### src/hdl/b2da_pkg.sv
// Package for the binary to decimal ASCII converter.
// Holds the controller/datapath command and status types and the fixed constants.
// No dependencies.
package b2da_pkg;

	// Input and output field widths
	localparam int BIN_W = 32;
	localparam int CHAR_W = 6;
	localparam int DIGITS = 8;
	localparam int BCD_W = DIGITS * 4;

	// Largest value that fits in eight decimal digits; it needs 27 bits
	localparam logic [BIN_W-1:0] MAX_DECIMAL = 32'd99999999;
	localparam int SHIFT_COUNT = 27;
	localparam int CNT_W = $clog2(SHIFT_COUNT);

	// High bits of an ASCII digit code ('0' is 6'b110000)
	localparam logic [1:0] ASCII_DIGIT_HI = 2'b11;

	// Controller states, one-hot
	typedef enum logic [2:0] {
		ST_IDLE = 3'b001,
		ST_CONV = 3'b010,
		ST_DONE = 3'b100
	} state_t;

	// Commands from controller to datapath
	typedef struct packed {
		logic load;
		logic shift;
	} dp_cmd_t;

	// Status from datapath to controller
	typedef struct packed {
		logic last_shift;
	} dp_stat_t;

endpackage

### src/hdl/b2da_ctrl.sv
// Controller state machine of the converter.
// Depends on b2da_pkg; drives the datapath commands and the port handshake.
module b2da_ctrl import b2da_pkg::*; (
	input  logic     clk,
	input  logic     arst_n,
	input  logic     start,
	input  dp_stat_t stat,
	output dp_cmd_t  cmd,
	output logic     busy,
	output logic     done
);

	state_t state_q;
	state_t state_next;

	// Next state
	always_comb begin
		state_next = state_q;
		case (state_q)
			ST_IDLE: begin
				if (start) state_next = ST_CONV;
			end
			ST_CONV: begin
				if (stat.last_shift) state_next = ST_DONE;
			end
			ST_DONE: begin
				state_next = start ? ST_CONV : ST_IDLE;
			end
			default: state_next = ST_IDLE;
		endcase
	end

	// Hold the state
	always_ff @(posedge clk or negedge arst_n) begin
		if (!arst_n) begin
			state_q <= ST_IDLE;
		end else begin
			state_q <= state_next;
		end
	end

	// Decode commands and handshake outputs
	always_comb begin
		busy = (state_q == ST_CONV);
		done = (state_q == ST_DONE);
		cmd.load = start && !busy;
		cmd.shift = busy;
	end

endmodule

### src/hdl/b2da_dp.sv
// Datapath of the converter: clamp, shift-and-add-3 register pair, ASCII output.
// Depends on b2da_pkg; steered by b2da_ctrl.
module b2da_dp import b2da_pkg::*; (
	input  logic                    clk,
	input  logic                    arst_n,
	input  dp_cmd_t                 cmd,
	input  logic [BIN_W-1:0]        binary_value,
	output dp_stat_t                stat,
	output logic [DIGITS*CHAR_W-1:0] chars,
	output logic                    overflow_flag
);

	logic [SHIFT_COUNT-1:0] bin_q;
	logic [BCD_W-1:0]       bcd_q;
	logic                   ovf_q;
	logic [CNT_W-1:0]       cnt_q;
	logic [BCD_W-1:0]       bcd_adj;
	logic                   over;

	assign over = (binary_value > MAX_DECIMAL);

	// Add 3 to every BCD digit of 5 or more before the shift
	always_comb begin
		for (int i = 0; i < DIGITS; i++) begin
			if (bcd_q[i*4 +: 4] >= 4'd5) begin
				bcd_adj[i*4 +: 4] = bcd_q[i*4 +: 4] + 4'd3;
			end else begin
				bcd_adj[i*4 +: 4] = bcd_q[i*4 +: 4];
			end
		end
	end

	// Load the clamped value, or advance one bit
	always_ff @(posedge clk) begin
		if (cmd.load) begin
			bin_q <= over ? MAX_DECIMAL[SHIFT_COUNT-1:0] : binary_value[SHIFT_COUNT-1:0];
			bcd_q <= '0;
			ovf_q <= over;
		end else if (cmd.shift) begin
			bin_q <= {bin_q[SHIFT_COUNT-2:0], 1'b0};
			bcd_q <= {bcd_adj[BCD_W-2:0], bin_q[SHIFT_COUNT-1]};
		end
	end

	// Count shifts of the running transaction
	always_ff @(posedge clk or negedge arst_n) begin
		if (!arst_n) begin
			cnt_q <= '0;
		end else if (cmd.load) begin
			cnt_q <= '0;
		end else if (cmd.shift) begin
			cnt_q <= cnt_q + 1'b1;
		end
	end

	assign stat.last_shift = (cnt_q == CNT_W'(SHIFT_COUNT - 1));

	// Map each BCD digit to its ASCII code, most significant digit at the top
	always_comb begin
		for (int i = 0; i < DIGITS; i++) begin
			chars[i*CHAR_W +: CHAR_W] = {ASCII_DIGIT_HI, bcd_q[i*4 +: 4]};
		end
	end

	assign overflow_flag = ovf_q;

endmodule

### src/hdl/binary_to_decimal_ascii_core.sv
// Top level of the binary to decimal ASCII converter.
// Depends on b2da_pkg, b2da_ctrl and b2da_dp.
//
//  channel | handshake           | payload
//  --------+---------------------+--------------------------------------------
//  input   | start & !busy       | binary_value[31:0]
//  result  | done (one cycle)    | digit_ten_millions .. digit_ones[5:0],
//          |                     | overflow_flag
//
// After acceptance, the shift-and-add-3 register takes one step per bit of the
// 27-bit clamped value (one input bit per cycle), then the controller enters
// the done state, with done high for a single cycle. A new transaction may be
// accepted in that done cycle; none is accepted while busy.
// Reset is asynchronous, active low, and returns the controller to idle.
// The receiver cannot stall; the result holds until the next start is accepted.
module binary_to_decimal_ascii_core import b2da_pkg::*; (
	input  logic              clk,
	input  logic              arst_n,
	input  logic              start,
	output logic              busy,
	input  logic [BIN_W-1:0]  binary_value,
	output logic              done,
	output logic [CHAR_W-1:0] digit_ten_millions,
	output logic [CHAR_W-1:0] digit_millions,
	output logic [CHAR_W-1:0] digit_hundred_thousands,
	output logic [CHAR_W-1:0] digit_ten_thousands,
	output logic [CHAR_W-1:0] digit_thousands,
	output logic [CHAR_W-1:0] digit_hundreds,
	output logic [CHAR_W-1:0] digit_tens,
	output logic [CHAR_W-1:0] digit_ones,
	output logic              overflow_flag
);

	dp_cmd_t                  cmd;
	dp_stat_t                 stat;
	logic [DIGITS*CHAR_W-1:0] chars;

	b2da_ctrl u_ctrl (
		.clk    (clk),
		.arst_n (arst_n),
		.start  (start),
		.stat   (stat),
		.cmd    (cmd),
		.busy   (busy),
		.done   (done)
	);

	b2da_dp u_dp (
		.clk           (clk),
		.arst_n        (arst_n),
		.cmd           (cmd),
		.binary_value  (binary_value),
		.stat          (stat),
		.chars         (chars),
		.overflow_flag (overflow_flag)
	);

	// Split the character vector into the digit ports
	assign digit_ten_millions      = chars[7*CHAR_W +: CHAR_W];
	assign digit_millions          = chars[6*CHAR_W +: CHAR_W];
	assign digit_hundred_thousands = chars[5*CHAR_W +: CHAR_W];
	assign digit_ten_thousands     = chars[4*CHAR_W +: CHAR_W];
	assign digit_thousands         = chars[3*CHAR_W +: CHAR_W];
	assign digit_hundreds          = chars[2*CHAR_W +: CHAR_W];
	assign digit_tens              = chars[1*CHAR_W +: CHAR_W];
	assign digit_ones              = chars[0*CHAR_W +: CHAR_W];

endmodule

### config.mk
export PLATFORM = sky130hd
export DESIGN_NAME = binary_to_decimal_ascii_core
export DESIGN_NICKNAME = d
export VERILOG_FILES = /design/src/hdl/b2da_pkg.sv /design/src/hdl/b2da_ctrl.sv /design/src/hdl/b2da_dp.sv /design/src/hdl/binary_to_decimal_ascii_core.sv
export SDC_FILE = /design/constraint.sdc
export NUM_CORES = 1
export LEC_CHECK = 0
export BUFFER_PORTS_ARGS = -buffer_cell sky130_fd_sc_hd__clkbuf_2
export CAP_MARGIN = 20
export CORE_ASPECT_RATIO = 0.6
export CORE_MARGIN = 1
export CORE_UTILIZATION = 58
export DETAILED_ROUTE_END_ITERATION = 7
export PLACE_DENSITY = 0.85
export REMOVE_ABC_BUFFERS = 1
export SLEW_MARGIN = 20
export SYNTH_ARGS = -nofsm -noshare
export SYNTH_HDL_FRONTEND = slang
export SYNTH_SLANG_ARGS = --single-unit
### constraint.sdc
create_clock -name clk -period 3.35 [get_ports clk]
set_input_delay 0.5025 -clock clk [delete_from_list [all_inputs] [get_ports clk]]
set_output_delay 0.5025 -clock clk [all_outputs]
set_load 0.03 [all_outputs]
# --- Yosys cells after proc, flatten, opt, wreduce, memory -nomap -nowiden ---
# Cells that the tools add are included.
totals:
  inputBits: 35
  latchBits: 0
  reg_bits: 68
  word_cells: 50
  romBits: 0
  ram_bits: 0
  out_inout_bits: 51
  memories: 0
classes:
  multipliers: 0
  div_mod_pow: 0
  reduce_logical: 4
  n_bitwise: 0
  n_mux: 17
  n_shift: 0
  n_lt_le_gt_ge: 9
  eq_ne: 6
  n_addsub: 9
ops:
  columns: ["op", "count"]
  rows:
  - ["$mux W27", 3]
  - ["$ge A4 B3 Y1 const B", 8]
  - ["$gt A32 B27 Y1 const B", 1]
  - ["$add A4 B2 Y4 const B", 7]
  - ["$mux W4", 7]
  - ["$mux W5", 2]
  - ["$mux W3", 3]
  - ["$pmux W3 S3", 1]
  - ["$add A5 B1 Y5 const B", 1]
  - ["$eq A5 B5 Y1 const B", 1]
  - ["$add A3 B2 Y3 const B", 1]
  - ["$eq A3 B1 Y1 const B", 1]
  - ["$eq A3 B2 Y1 const B", 1]
  - ["$eq A3 B3 Y1 const B", 1]
  - ["$mux W2", 1]
  - ["$ne A2 B1 Y1 const B", 1]
  - ["$ne A2 B2 Y1 const B", 1]
  - ["$reduce_and A2 Y1", 1]
  - ["$reduce_bool A2 Y1", 1]
  - ["$logic_and A1 B1 Y1", 1]
  - ["$logic_not A1 Y1", 1]

# --- Longest topological paths before layout ---
# Gate-level depths: netlist of the first run.
logic_depth:
  depth_word: 4
  depth_mapped: 7
  depth_no_buf: 6

# --- Cells and area by module ---
# From an unflattened synthesis of the first run, not the netlist that was laid out.
hier_totals:
  hier_cells: 367
  area_unflattened_um2: 3657.3
by_module_without_submodules:
  columns: ["module", "cells_each", "area_per_inst_um2", "seq_area_each_um2", "instances"]
  rows:
  - ["b2da_dp", 354, 3499.6, 1606.5, 1]
  - ["b2da_ctrl", 13, 157.7, 76.3, 1]

# --- Worst setup path before layout of the first run ---
# OpenSTA, ideal clock, no wires.
synth_path:
  path_kind: "input to register"
  from: "input port binary_value[27]"
  to: "register u_dp.bin_q[0], data pin"
  arrival_ns: 1.502
  stages: 5
  slack_ns: 1.590
  cell_sequence: "nor4_2 -> nand2_1 -> o22ai_2 -> buf_6 -> a21oi_1"
synth_between:
  elab_chain_cells: 3
synth_lines:
  columns: ["item", "line_no", "rtl"]
  rows:
  - ["from (decl)", "binary_to_decimal_ascii_core.sv:21", "input logic [BIN_W-1:0] binary_value,"]
  - ["$gt A32 B27 Y1", "b2da_dp.sv:20", "assign over = (binary_value > MAX_DECIMAL);"]
  - ["$mux W27", "b2da_dp.sv:36", "bin_q <= over ? MAX_DECIMAL[SHIFT_COUNT-1:0] : binary_value[SHIFT_COUNT-1:0];"]
  - ["$mux W27", "b2da_dp.sv:35", "if (cmd.load) begin"]
  - ["to (signal assigned)", "b2da_dp.sv:36", null]
  - ["to (signal assigned)", "b2da_dp.sv:40", "bin_q <= {bin_q[SHIFT_COUNT-2:0], 1'b0};"]
  - ["to (decl)", "b2da_dp.sv:13", "logic [SHIFT_COUNT-1:0] bin_q;"]
# Every way passes these cells.
# A chain may end at the register's enable or synchronous reset.

# --- Worst setup path in the final report of the first run ---
layout_path:
  from: "register u_ctrl.state_q[2]"
  to: "output port busy"
layout_between:
  elab_chain_cells: 1
layout_lines:
  columns: ["item", "line_no", "rtl"]
  rows:
  - ["from (decl)", "b2da_ctrl.sv:13", "state_t state_q;"]
  - ["from (signal assigned)", "b2da_ctrl.sv:38", "state_q <= state_next;"]
  - ["$eq A3 B2 Y1", "b2da_ctrl.sv:44", "busy = (state_q == ST_CONV);"]
  - ["to (decl)", "binary_to_decimal_ascii_core.sv:20", "output logic busy,"]
# Every way passes these cells.

==> metrics.csv, run 1 <==
metric,value,unit
synth_top_area_cell,edfxtp_1,
final.min_clock_period,2.63,ns
antenna_found_initial,0,
synthToLayoutAreaGrowth,13.5,%
synth.avg_cell_area,10.2,µm²
yosysUniqueCellTypes,49,
h-tree-depth,3,
cts_root_buffer,clkbuf_8,
slew_viol_final,0,
vdd_drop_max,0.267,mV
start_kind,flip-flop,
dp.final_hpwl,5390,µm
max_slew.worst_pin.slew,0.641,ns
grt_max_degree,37,
end_kind,primary output,
path_class,reg -> out,
slew_headroom,57.2,%
min_period_over_period,78.6,%
ios,86,
ys_ff_latch,68,
utilization,69.2,%
grtUsageTotal,25.3,%
rsz0062_at_grt,no,
cts_buffer_depth,2,
die_width,106,µm
yosysSeqAreaShare,44.6,%
holdBufCountCts,1,
critical_path_required,2.85,ns
die_y,64.5,µm
cts_inserted_buffers,9,
dr.pass1.iters,5,
yosysTopAreaCellShare,22.3,%
synth_top_flop_cell,dfxtp_1,
yosysWarnings,0,
clk_pin_slew,0.08,ns
drt_wl_total,7920,µm
num_vias,2916,
synthTopCellsByArea,"edfxtp_1 (22%), dfxtp_1 (17%), ha_1 (6.0%)",
skew,0.0100,ns
clock.fmax,380,MHz
finalSetupTns,0,ns
clk_latency,0.35,ns
worst-endpoint-arrival,2.13,ns
ys_async_sr_fraction,11.8,%
final_nets,489,
final_layout_size_suffix_gt1_share,28.6,%
rows,22,
drt_iter0_drc,149,
maxCapViolations,0,
synth_cells,369,
antennaDiodeCount,0,
synth_area,3770,µm²
wl_per_cell,15.1,µm
via_per_inst,5.55,
gr-total-overflow,0,
post-cts-setup-buffers,0,
power_frac_comb,20.9,%
status,"finished, final reports clean",
power.switching,0.000708,W
dieArea,6840,µm²
final_antenna_net_count,0,
grt_pass1_wl,13300,µm
pwr-share-clk,35.0,%
finalHoldViolations,0,
numPortBuffers,69,
hp-class,reg -> reg,
p_int,0.00162,W
clock_sinks,68,
synth.most_common_cell,nor2_1,
initial_utilization,60.9,%
core_area,6190,µm²
place_congestion,0.805,
cts_tree,done,
grt_pass1_vias,2795,
power_density,544,nW/µm²
drcViolationCount,0,
cp_max_fo,31,
synth_enable_flop_cells,28,
cts_resized,0,
synth.cells.most_frequent,"nor2_1 (40), dfxtp_1 (32), edfxtp_1 (28), o21ai_0 (28), inv_1 (21)",
seqPwrFrac,44.1,%
sw_frac_of_total,30.4,%
p_leak,1.70,nW
finalSetupViolations,0,
[per-layer routing]
layer,track usage (%),routed length [µm]
met5,0,0
met2,41.9,3770
met4,6.77,39
met1,33.2,3730
met3,6.44,390
[worst max-delay path, cell delays in order, from the launching register on]
cell	delay (ns)
dfrtp_1	0.42
or3b_1	0.44
buf_4	0.24
inv_2	0.39
clkbuf_2	0.29
[kinds of logic (layout without fill, tap and decap cells)]
group,count (synthesis),count (layout),share of synthesized area (%)
other,1,16,0.0994
buffers and inverters,58,115,10.1
multiplexers,8,8,2.39
flip-flops,68,68,44.6
AO/OA/AOI/OAI,102,102,19.3
adder cells (fa/ha/maj),18,18,5.97
XOR/XNOR,13,13,3.02
AND/OR/NAND/NOR,101,101,14.5
[power groups by stage]
stage	clock [W]	sequential, W	combinational, W
after floorplan	0	0.00105	0.000321
after global placement	0	0.00104	0.000460
after detailed placement	0	0.00105	0.000481
after CTS	0.000821	0.00103	0.000488
after global routing	0.000869	0.00104	0.000540
final	0.000815	0.00103	0.000487
[cells in the final DEF, fill, tap and decap left out, types with 5 or more instances in the layout]
master / count
buf_4: 6
xor2_1: 5
o31ai_1: 16
dfxtp_1: 32
nand3b_1: 12
clkbuf_8: 9
a32o_1: 8
inv_1: 21
o21ai_0: 28
a22o_1: 7
a21oi_2: 18
dfrtp_1: 7
ha_1: 18
conb_1: 16
nand2b_1: 8
xnor2_1: 8
a21oi_1: 12
mux2_2: 8
edfxtp_1: 28
nor2_1: 40
clkbuf_2: 69
or3_1: 15
nand2_1: 6
and3_1: 6
[worst paths after layout]
check / cells after the start / slack, ns / end / start
max: 4 / 0.72 / busy / u_ctrl.state_q[2]$_DFFE_PN0P_
min: 2 / 0.45 / u_dp.bcd_q[0]$_SDFFE_PP0P_ / u_dp.bin_q[26]$_DFFE_PP_
max reg2reg: 7 / 0.97 / u_dp.bcd_q[7]$_SDFFE_PP0P_ / u_ctrl.state_q[2]$_DFFE_PN0P_
min reg2reg: 2 / 0.45 / u_dp.bcd_q[0]$_SDFFE_PP0P_ / u_dp.bin_q[26]$_DFFE_PP_
max in group asynchronous: 2 / 2.57 / u_ctrl.state_q[0]$_DFFE_PN1P_ / arst_n
min in group asynchronous: 2 / 0.53 / u_dp.cnt_q[4]$_DFFE_PN0P_ / arst_n
[registers in the layout, indices dropped and copies added, names as in the netlist]
signal,cells
u_dp.bcd_q,32
u_dp.bin_q,27
u_dp.cnt_q,5
u_dp.overflow_flag,1
u_ctrl.state_q,3
[area by class of cell]
cell class / instances / area, µm²
clock inverters: 7 / 115
well taps: 84 / 105
fillers: 476 / 1910
repair buffers: 76 / 400
inverters: 23 / 91.3
clock buffers: 9 / 124
flip-flops and latches: 68 / 1680
multi-input cells: 258 / 1770
[stage by stage]
stage / setup slack (ns) / power [W] / hold slack (ns) / instance area (µm²) / instances
finish: 0.717 / 0.00233 / 0.454 / 4280 / 525
global route: 0.596 / 0.00245 / 0.475 / 4280 / 525
CTS: 0.720 / 0.00234 / 0.457 / 4280 / 525
detailed placement: 0.981 / 0.00153 / 0.359 / 4040 / 508
global placement: 1.08 / 0.00150 / 0.358 / 4040 / 508
floorplan: 0.589 / 0.00137 / 0.207 / 3540 / 349
Note: power is estimated with default switching activity, not from simulation.
==> inputs of run 2 (changes only) <==
--- a/config.mk
+++ b/config.mk
@@ -9,9 +9,9 @@
 export CAP_MARGIN = 20
 export CORE_ASPECT_RATIO = 0.6
 export CORE_MARGIN = 1
-export CORE_UTILIZATION = 58
+export CORE_UTILIZATION = 49
 export DETAILED_ROUTE_END_ITERATION = 7
-export PLACE_DENSITY = 0.85
+export PLACE_DENSITY = 0.76
 export REMOVE_ABC_BUFFERS = 1
 export SLEW_MARGIN = 20
 export SYNTH_ARGS = -nofsm -noshare
==> constraint.sdc (replaced) <==
create_clock -name clk -period 2.4 [get_ports clk]
set_input_delay 0.36 -clock clk [delete_from_list [all_inputs] [get_ports clk]]
set_output_delay 0.36 -clock clk [all_outputs]
set_load 0.03 [all_outputs]
==> run 2 against run 1 <==
  * Combinational power is 41% higher
  * Clock-buffer cell count is 3 higher
  * Register-to-register slack worse by 0.50 ns
  * Flip-flop and latch count stayed put
  * Hold slack worse by 0.10 ns
  * Global-route usage is 3.6 points lower
  * Clock skew is 0.0023 ns lower
  * Cell count is 4.0% higher
  * Largest cell class unchanged
==> metrics.csv, run 2 (synthesis gave the netlist of run 1 again) <==
metric,value,unit,change
critical_path_required,2.04,ns,was 2.85 ns
whs_path_depth,3,,was 2
p_leak,1.74,nW,was 1.70 nW
dp.final_hpwl,5530,µm,was 5390 µm
cp_max_fo,13,,was 31
r2r-start,u_ctrl.state_q[2]$_DFFE_PN0P_,,unchanged
slew_viol_final,0,,unchanged
reg_top3,"u_dp.bcd_q x32, u_dp.bin_q x27, u_dp.cnt_q x5",,unchanged
r2r_setup_slack,0.47,ns,was 0.97 ns
synthToLayoutAreaGrowth,16.5,%,was 13.5%
largest_reg_flops,32,,unchanged
top_register,u_dp.bcd_q,,unchanged
final_antenna_net_count,0,,unchanged
antennaDiodeCount,0,,unchanged
clock.fmax,493,MHz,
place_congestion,0.772,,was 0.805
seqPwrFrac,40.7,%,was 44.1%
antenna_found_initial,0,,unchanged
path_class,reg -> out,,unchanged
drt_wl_total,8160,µm,was 7920 µm
final_nets,490,,was 489
finalHoldViolations,0,,unchanged
status,"finished, final reports clean",,unchanged
power_frac_comb,19.4,%,was 20.9%
final_common_cell,clkbuf_2,,unchanged
cts_resized,0,,unchanged
end_kind,primary output,,unchanged
pwr-share-clk,39.8,%,was 35.0%
clk_pin_slew,0.05,ns,was 0.08 ns
cts_buffer_depth,2,,unchanged
wl_met2,3770,µm,about the same
total_power,0.00353,W,was 0.00233 W
cts_tree,done,,unchanged
final_layout_size_suffix_gt1_share,28.5,%,was 28.6%
num_vias,2883,,was 2916
die_y,70.0,µm,was 64.5 µm
clock_sinks,68,,unchanged
max_slew.worst_pin.slew,0.632,ns,was 0.641 ns
drcViolationCount,0,,unchanged
dieArea,8070,µm²,was 6840 µm²
die_width,115,µm,was 106 µm
p_int,0.00252,W,was 0.00162 W
drt_iter0_drc,219,,was 149
clk_latency,0.33,ns,was 0.35 ns
rows,24,,was 22
grt_pass1_wl,13300,µm,unchanged
hold_end,u_dp.bin_q[0]$_SDFFCE_PN0P_,,was u_dp.bcd_q[0]$_SDFFE_PP0P_
rsz0062_at_grt,no,,unchanged
final_cell_mix,"clkbuf_2 (69), nor2_1 (40), dfxtp_1 (32), o21ai_0 (28), edfxtp_1 (28)",,unchanged
m1WireLength,3810,µm,was 3730 µm
ios,86,,unchanged
grt_pass1_vias,2747,,was 2795
via_per_inst,5.28,,was 5.55
grtUsageTotal,21.7,%,was 25.3%
hp-class,in -> reg,,was reg -> reg
wl_per_cell,14.9,µm,was 15.1 µm
start_kind,flip-flop,,unchanged
r2r-end,u_dp.bcd_q[27]$_SDFFE_PP0P_,,was u_dp.bcd_q[7]$_SDFFE_PP0P_
cts_root_buffer,clkbuf_16,,was clkbuf_8
core_area,7360,µm²,was 6190 µm²
dr.pass1.iters,4,,was 5
worstRegToRegCells,6,,was 7
h-tree-depth,3,,unchanged
highest_layer,met4,,unchanged
sw_frac_of_total,28.5,%,was 30.4%
skew,0.00772,ns,was 0.0100 ns
power_density,802,nW/µm²,was 544 nW/µm²
wl_met3,539,µm,was 390 µm
finalSetupViolations,0,,unchanged
finalSetupTns,0,ns,unchanged
min_period_over_period,84.5,%,
numPortBuffers,69,,unchanged
cts_inserted_buffers,9,,unchanged
worst-endpoint-arrival,1.67,ns,was 2.13 ns
grt_max_degree,37,,unchanged
hp-start,binary_value[0],,was u_dp.bin_q[26]$_DFFE_PP_
slew_headroom,57.8,%,was 57.2%
utilization,59.8,%,was 69.2%
maxCapViolations,0,,unchanged
gr-total-overflow,0,,unchanged
initial_utilization,51.3,%,was 60.9%
final.min_clock_period,2.03,ns,
power.switching,0.00101,W,was 0.000708 W
vdd_drop_max,0.383,mV,was 0.267 mV
-- run 2: metrics by stage --
stage | setup WS, ns | cells | hold WS (ns) | area (µm²)
6_report | 0.373 | 546 | 0.349 | 4400
5_1_grt | 0.311 | 546 | 0.376 | 4400
4_1_cts | 0.366 | 546 | 0.344 | 4400
3_5_place_dp | 0.499 | 529 | 0.220 | 4070
3_3_place_gp | 0.562 | 529 | 0.222 | 4070
2_1_floorplan | -0.361 | 349 | 0.0644 | 3540
-- run 2: worst max-delay path by stage --
stage                                  startpoint                          end
detailed placement  u_ctrl.state_q[2]$_DFFE_PN0P_  u_dp.bcd_q[27]$_SDFFE_PP0P_
finish              u_ctrl.state_q[2]$_DFFE_PN0P_                         busy
floorplan           u_ctrl.state_q[0]$_DFFE_PN1P_     u_dp.bin_q[19]$_DFFE_PP_
global placement    u_ctrl.state_q[2]$_DFFE_PN0P_  u_dp.bcd_q[31]$_SDFFE_PP0P_
global route        u_ctrl.state_q[2]$_DFFE_PN0P_                         busy
CTS                 u_ctrl.state_q[2]$_DFFE_PN0P_                         busy
-- run 2: power groups by stage --
stage / clock network [W] / logic (W) / registers (W)
6_report: 0.00141 / 0.000686 / 0.00144
5_1_grt: 0.00147 / 0.000759 / 0.00145
4_1_cts: 0.00143 / 0.000687 / 0.00144
3_5_place_dp: 0 / 0.000677 / 0.00146
3_3_place_gp: 0 / 0.000664 / 0.00145
2_1_floorplan: 0 / 0.000449 / 0.00146
-- run 2: area by class of cell --
class / instances / area [µm²]
clock inverters: 4 / 72.6
multi-input cells: 258 / 1770
inverters: 23 / 91.3
fillers: 625 / 2960
repair buffers: 77 / 408
flip-flops and latches: 68 / 1680
clock buffers: 12 / 246
well taps: 104 / 130
-- run 2: what timing repair did --
action | CTS | global route
hold buffers | 1 | 0
buffers inserted | 0 | 0
endpoints found under the hold margin | 7 | 0
endpoints found under the setup margin | 0 | 0
-- run 2: critical path, stage by stage (launching register included) --
cell	delay (ns)
dfrtp_1	0.41
or3b_1	0.46
inv_2	0.21
clkbuf_2	0.25
-- run 2: routing by layer --
layer,vias up,global-route usage (%)
li1,1434,-
met1,1356,28.6
met2,88,33.3
met3,5,7.90
met4,0,6.35
met5,-,0
